**src/rtl/cmfs_pkg.sv**
```systemverilog
// ============================================================================
// Circle model fit and score: shared package
// Widths, codes, handshake structs and small helpers used by every file.
// ============================================================================
package cmfs_pkg;

   localparam int COORD_W  = 32;    // coordinate width, signed Q16.16
   localparam int TOL_W    = 48;    // tolerance register width
   localparam int ERR_W    = 64;    // squared error width
   localparam int WIDE_W   = 100;   // signed working width
   localparam int A_W      = 99;    // first operand and result of the shared unit
   localparam int B_W      = 68;    // second operand of the shared unit
   localparam int CNT_W    = 7;
   localparam int MUL_STEPS  = 34;
   localparam int DIV_STEPS  = 99;
   localparam int SQRT_STEPS = 34;
   localparam int CSR_ADDR_W = 4;
   localparam int CSR_DATA_W = 64;

   localparam logic [TOL_W-1:0] TOL_RESET = 48'd42949673;
   localparam logic CSR_IDX_DET_TOL = 1'b0;

   localparam logic signed [COORD_W-1:0] COORD_MAX = {1'b0, {(COORD_W-1){1'b1}}};
   localparam logic signed [COORD_W-1:0] COORD_MIN = {1'b1, {(COORD_W-1){1'b0}}};

   typedef enum logic [1:0] {
      OP_MUL,
      OP_DIV,
      OP_SQRT
   } iter_op_type;

   typedef struct packed {
      logic             start;
      iter_op_type      op;
      logic [A_W-1:0]   a;
      logic [B_W-1:0]   b;
   } iter_req_type;

   typedef struct packed {
      logic             done;
      logic [A_W-1:0]   res;
   } iter_rsp_type;

   typedef enum logic [3:0] {
      ST_IDLE,
      ST_DET1,
      ST_DET2,
      ST_CHECK,
      ST_SQ,
      ST_NX1,
      ST_NX2,
      ST_NY1,
      ST_NY2,
      ST_DIVX,
      ST_DIVY,
      ST_DX,
      ST_DY,
      ST_ROOT,
      ST_ERR,
      ST_FINISH
   } seq_state_type;

   function automatic logic [WIDE_W-1:0] mag_of(input logic signed [WIDE_W-1:0] v);
      logic [WIDE_W-1:0] u;
      u = v;
      return v[WIDE_W-1] ? (~u + WIDE_W'(1)) : u;
   endfunction

endpackage

```
**src/rtl/cmfs_iter.sv**
```systemverilog
// ============================================================================
// Circle model fit and score: shared iterative arithmetic unit
// Shift-add multiply, restoring divide with rounding, and digit-by-digit
// square root with rounding, one bit (or bit pair) per cycle.
// ============================================================================
module cmfs_iter import cmfs_pkg::*; (
   input  logic         clock,
   input  logic         reset,
   input  iter_req_type ureq,
   output iter_rsp_type ursp
);

   logic              busy_ff, busy_in;
   logic              fin_ff, fin_in;
   logic              done_ff, done_in;
   iter_op_type       op_ff, op_in;
   logic [CNT_W-1:0]  cnt_ff, cnt_in;
   logic [A_W-1:0]    a_ff, a_in;
   logic [A_W-1:0]    acc_ff, acc_in;
   logic [B_W-1:0]    b_ff, b_in;
   logic [B_W:0]      rem_ff, rem_in;
   logic [B_W:0]      shifted;
   logic [B_W:0]      trial;

   always_ff @(posedge clock) begin
      if (reset) begin
         busy_ff <= 1'b0;
         fin_ff  <= 1'b0;
         done_ff <= 1'b0;
      end else begin
         busy_ff <= busy_in;
         fin_ff  <= fin_in;
         done_ff <= done_in;
      end
      op_ff  <= op_in;
      cnt_ff <= cnt_in;
      a_ff   <= a_in;
      acc_ff <= acc_in;
      b_ff   <= b_in;
      rem_ff <= rem_in;
   end

   always_comb begin
      busy_in = busy_ff;
      fin_in  = fin_ff;
      done_in = 1'b0;
      op_in   = op_ff;
      cnt_in  = cnt_ff;
      a_in    = a_ff;
      acc_in  = acc_ff;
      b_in    = b_ff;
      rem_in  = rem_ff;
      shifted = '0;
      trial   = '0;
      if (!busy_ff) begin
         if (ureq.start) begin
            busy_in = 1'b1;
            fin_in  = 1'b0;
            op_in   = ureq.op;
            a_in    = ureq.a;
            b_in    = ureq.b;
            acc_in  = '0;
            rem_in  = '0;
            unique case (ureq.op)
               OP_MUL:  cnt_in = CNT_W'(MUL_STEPS);
               OP_DIV:  cnt_in = CNT_W'(DIV_STEPS);
               OP_SQRT: cnt_in = CNT_W'(SQRT_STEPS);
               default: cnt_in = CNT_W'(MUL_STEPS);
            endcase
         end
      end else if (fin_ff) begin
         // Round to nearest on the finished quotient or root.
         busy_in = 1'b0;
         fin_in  = 1'b0;
         done_in = 1'b1;
         if (op_ff == OP_DIV) begin
            if ({rem_ff[B_W-1:0], 1'b0} >= {1'b0, b_ff}) begin
               acc_in = acc_ff + A_W'(1);
            end
         end else if (op_ff == OP_SQRT) begin
            if (rem_ff > acc_ff[B_W:0]) begin
               acc_in = acc_ff + A_W'(1);
            end
         end
      end else begin
         cnt_in = cnt_ff - CNT_W'(1);
         unique case (op_ff)
            OP_DIV: begin
               shifted = {rem_ff[B_W-1:0], a_ff[A_W-1]};
               a_in    = {a_ff[A_W-2:0], 1'b0};
               if (shifted >= {1'b0, b_ff}) begin
                  rem_in = shifted - {1'b0, b_ff};
                  acc_in = {acc_ff[A_W-2:0], 1'b1};
               end else begin
                  rem_in = shifted;
                  acc_in = {acc_ff[A_W-2:0], 1'b0};
               end
            end
            OP_SQRT: begin
               shifted = {rem_ff[B_W-2:0], a_ff[B_W-1:B_W-2]};
               trial   = {acc_ff[B_W-2:0], 2'b01};
               a_in    = {a_ff[A_W-3:0], 2'b00};
               if (shifted >= trial) begin
                  rem_in = shifted - trial;
                  acc_in = {acc_ff[A_W-2:0], 1'b1};
               end else begin
                  rem_in = shifted;
                  acc_in = {acc_ff[A_W-2:0], 1'b0};
               end
            end
            default: begin
               if (b_ff[0]) begin
                  acc_in = acc_ff + a_ff;
               end
               a_in = {a_ff[A_W-2:0], 1'b0};
               b_in = {1'b0, b_ff[B_W-1:1]};
            end
         endcase
         if (cnt_ff == CNT_W'(1)) begin
            if (op_ff == OP_MUL) begin
               busy_in = 1'b0;
               done_in = 1'b1;
            end else begin
               fin_in = 1'b1;
            end
         end
      end
   end

   assign ursp.done = done_ff;
   assign ursp.res  = acc_ff;

endmodule

```
**config.mk**
```make
export PLATFORM = sky130hd
export DESIGN_NAME = cmfs_iter
export DESIGN_NICKNAME = d
export VERILOG_FILES = /design/src/rtl/cmfs_pkg.sv /design/src/rtl/cmfs_iter.sv
export SDC_FILE = /design/constraint.sdc
export NUM_CORES = 2
export LEC_CHECK = 0
export ABC_CLOCK_PERIOD_IN_PS = 6900
export BUFFER_PORTS_ARGS = -buffer_cell sky130_fd_sc_hd__buf_2
export CORE_UTILIZATION = 35
export CTS_CLUSTER_DIAMETER = 30
export CTS_CLUSTER_SIZE = 14
export DETAILED_ROUTE_END_ITERATION = 6
export GPL_ROUTABILITY_DRIVEN = 0
export PLACE_DENSITY = 0.58
export REMOVE_ABC_BUFFERS = 1
export SLEW_MARGIN = 0
export SYNTH_ARGS = -nofsm -noshare
export SYNTH_HDL_FRONTEND = slang
export SYNTH_SLANG_ARGS = --single-unit
```
**constraint.sdc**
```tcl
create_clock -name clock -period 6.9 [get_ports clock]
set_input_delay 0.69 -clock clock [delete_from_list [all_inputs] [get_ports clock]]
set_output_delay 0.69 -clock clock [all_outputs]
set_load 0.05 [all_outputs]
```
==> reports/results.tsv <==
metric	value	unit
status	finished, final reports clean	
most numerous cell in the Yosys netlist	a21oi_1	
Power Total	14210	uW
worst-case clock skew	0.02931	ns
Area contributors post-synth	edfxtp_1, ha_1, a21oi_1, xnor2_1, nor2_1	
period utilisation layout	0.7015	
Layout area overhead	16.68	%
RSZ-0062 raised after global routing	no	
power per cell area	344.7	nW/um^2
worst setup path endpoint	rem_ff[6]	
# DRC	0	
vias per cell	5.872	
syn_area_per_cell	8.151	sq um
CTS root buffer	clkbuf_16	
Starting Density	0.3534	
vias	34380	
Placed Area	37660	sq um
Int Pwr	8393	uW
CP Capture Type	flop	
H-Tree Depth	3	
Avg WL per Cell	22.09	um
synthesized area	35340	sq um
Fin. Hold Viols	0	
CTS tree	done	
Post-CTS Hold Buffers	0	
DR iter-0 viols	3229	
worst endpoint required time	7.27	ns
fin crit period	4.840	ns
Die Area	102300	sq um
smallest hold slack	0.2058	ns
largest net degree at the start of global routing	165	
post-route ant nets	0	
synthesized flop and latch total	347	
share of cells above drive strength 1	0.1295	
cell taking the most area after synthesis	edfxtp_1	
worst vdd ir	0.2352	mV
Core Rows	116	
Clk Latency, worst-skew pair	0.68	ns
DP HPWL	99610	um
r2r setup slk	2.06	ns
sequential share of power	0.223	
Fmax achieved	206.6	MHz
worst min path class	in -> reg	
Overflow after GRT	0	
crit path DAT	5.21	ns
Total Wirelength	129300	um
port bufs	271	
post-synth cell types	93	
Final setup violation count	0	
Net Sw Power	5822	uW
switching part of the total	0.4096	
postcts setup bufs	0	
Gate power share	0.431	
Clk pwr share	0.347	
Lkg Pwr	0.01633	uW
Seq/Total Area, Yosys	0.2940	
Slew @ Worst Pin	1.125	ns
maxcap violations	0	
core area	100000	sq um
drt first pass iters	6	
Die Wd	319.8	um
Startpoint Class	flop	
R2R Path End	rem_ff[6]	
Final Net Count	4894	
I/O Pins	272	
initial antenna violation count	2	
ys async rst share	0	
fin area	41240	sq um
Yosys warning total	0	
Post-CTS Resized	0	
maximum root-to-sink buffer count	3	
kind of critical path	reg -> reg	
Reg clk slew, reported paths	0.04	ns
Gate Count Post-Synth	4336	
Synth top area share	0.2923	
Top FF cell, synth	edfxtp_1	
headroom to the max-slew limit	0.2484	
vias in the first global route	32560	
most frequent cells after synthesis	a21oi_1, nor2_1, nand2_1	
Slew Viols, Final	0	
Die H	319.8	um
crit-path max FO	99	
Sink Count	347	
GRT Total Usage	0.2449	
r2r startpoint	acc_ff[6]	
first-pass GRT wire length	196200	um
Critical path origin	acc_ff[6]	
R2R depth	14	
EDFF count, synth	344	
CTS buffer count	106	
[worst min-delay path by stage]
stage / startpoint / end / slack, ns / cells after the start
5_1_grt: reset / busy_ff / 0.21 / 2
3_3_place_gp: b_ff[36] / b_ff[35] / 0.56 / 1
3_5_place_dp: b_ff[67] / b_ff[66] / 0.56 / 1
2_1_floorplan: b_ff[11] / b_ff[10] / 0.55 / 1
4_1_cts: reset / fin_ff / 0.18 / 2
6_report: reset / busy_ff / 0.21 / 2
[sequential cells by signal, summed over array words and instances, names as in the netlist, 2 cells and up]
name / count
a_ff: 99
acc_ff: 99
rem_ff: 69
b_ff: 68
cnt_ff: 7
op_ff: 2
[metrics by stage]
| stage | TNS, ns | utilization | setup WS (ns) | cells |
|---|---|---|---|---|
| floorplan | -2518.12 | - | -6.883 | 4062 |
| global placement | 0 | 0.3766 | 2.093 | 5666 |
| detailed placement | 0 | 0.3766 | 2.090 | 5666 |
| CTS | 0 | 0.4124 | 2.046 | 5854 |
| global route | 0 | 0.4124 | 1.824 | 5854 |
| finish | 0 | 0.4124 | 2.060 | 5855 |
[layer usage]
metal	wire, um	track usage
met1	57560	0.3389
met2	56680	0.3812
met3	10490	0.03907
met4	4605	0.09209
met5	13	0
[kinds of logic (layout without fill, tap and decap cells)]
| group | after synthesis | after routing | synth area share |
|---|---|---|---|
| compound gates | 1427 | 1427 | 0.2546 |
| xor+xnor | 298 | 298 | 0.07385 |
| fa+ha+maj | 246 | 246 | 0.08751 |
| buf+inv | 512 | 732 | 0.05551 |
| flops | 347 | 347 | 0.2940 |
| mux | 190 | 190 | 0.05632 |
| other cells | 0 | 1 | 0 |
| simple gates | 1316 | 1316 | 0.1782 |
[cell type report]
type | instances | area (sq um)
clock inverter | 59 | 772.0
antenna | 1 | 2.502
clock buffer | 129 | 2803
inverter | 238 | 893.4
multi-input combinational | 3477 | 23080
sequential | 347 | 10400
tap | 1298 | 1624
fill | 10050 | 58760
timing repair buffer | 306 | 1669
[cell usage in the layout, fill, tap and decap left out, types with 97 or more instances in the layout]
| master | Yosys | layout |
|---|---|---|
| clkbuf_16 | 0 | 109 |
| nand2_1 | 356 | 354 |
| mux2i_1 | 119 | 119 |
| buf_2 | 20 | 271 |
| ha_1 | 244 | 242 |
| edfxtp_1 | 344 | 344 |
| nand4_1 | 132 | 132 |
| xnor2_1 | 221 | 221 |
| o21ai_0 | 255 | 254 |
| a21oi_1 | 564 | 564 |
| inv_1 | 236 | 235 |
| nor2_1 | 384 | 382 |
| a21o_1 | 97 | 97 |
[power by group through the flow]
| stage | logic (uW) | clock network, uW | registers, uW |
|---|---|---|---|
| after floorplan | 4170 | 0 | 3350 |
| after global placement | 5970 | 0 | 3170 |
| after detailed placement | 5970 | 0 | 3170 |
| after CTS | 6010 | 4980 | 3150 |
| after global routing | 6670 | 5080 | 3190 |
| final | 6120 | 4930 | 3160 |
[critical path, stage by stage, from the launching register on]
cell and delay (ns):
edfxtp_1 0.56, inv_1 0.19, ha_1 0.42, nand4_1 0.27
a211oi_1 0.12, a211oi_2 0.55, a211oi_2 0.22, a21oi_2 0.30
o211a_1 0.28, o211ai_2 0.17, a311oi_4 0.53, buf_12 0.39
nor3_1 0.12, a21oi_1 0.22, o22ai_1 0.11
(Power assumes the default switching activity.)
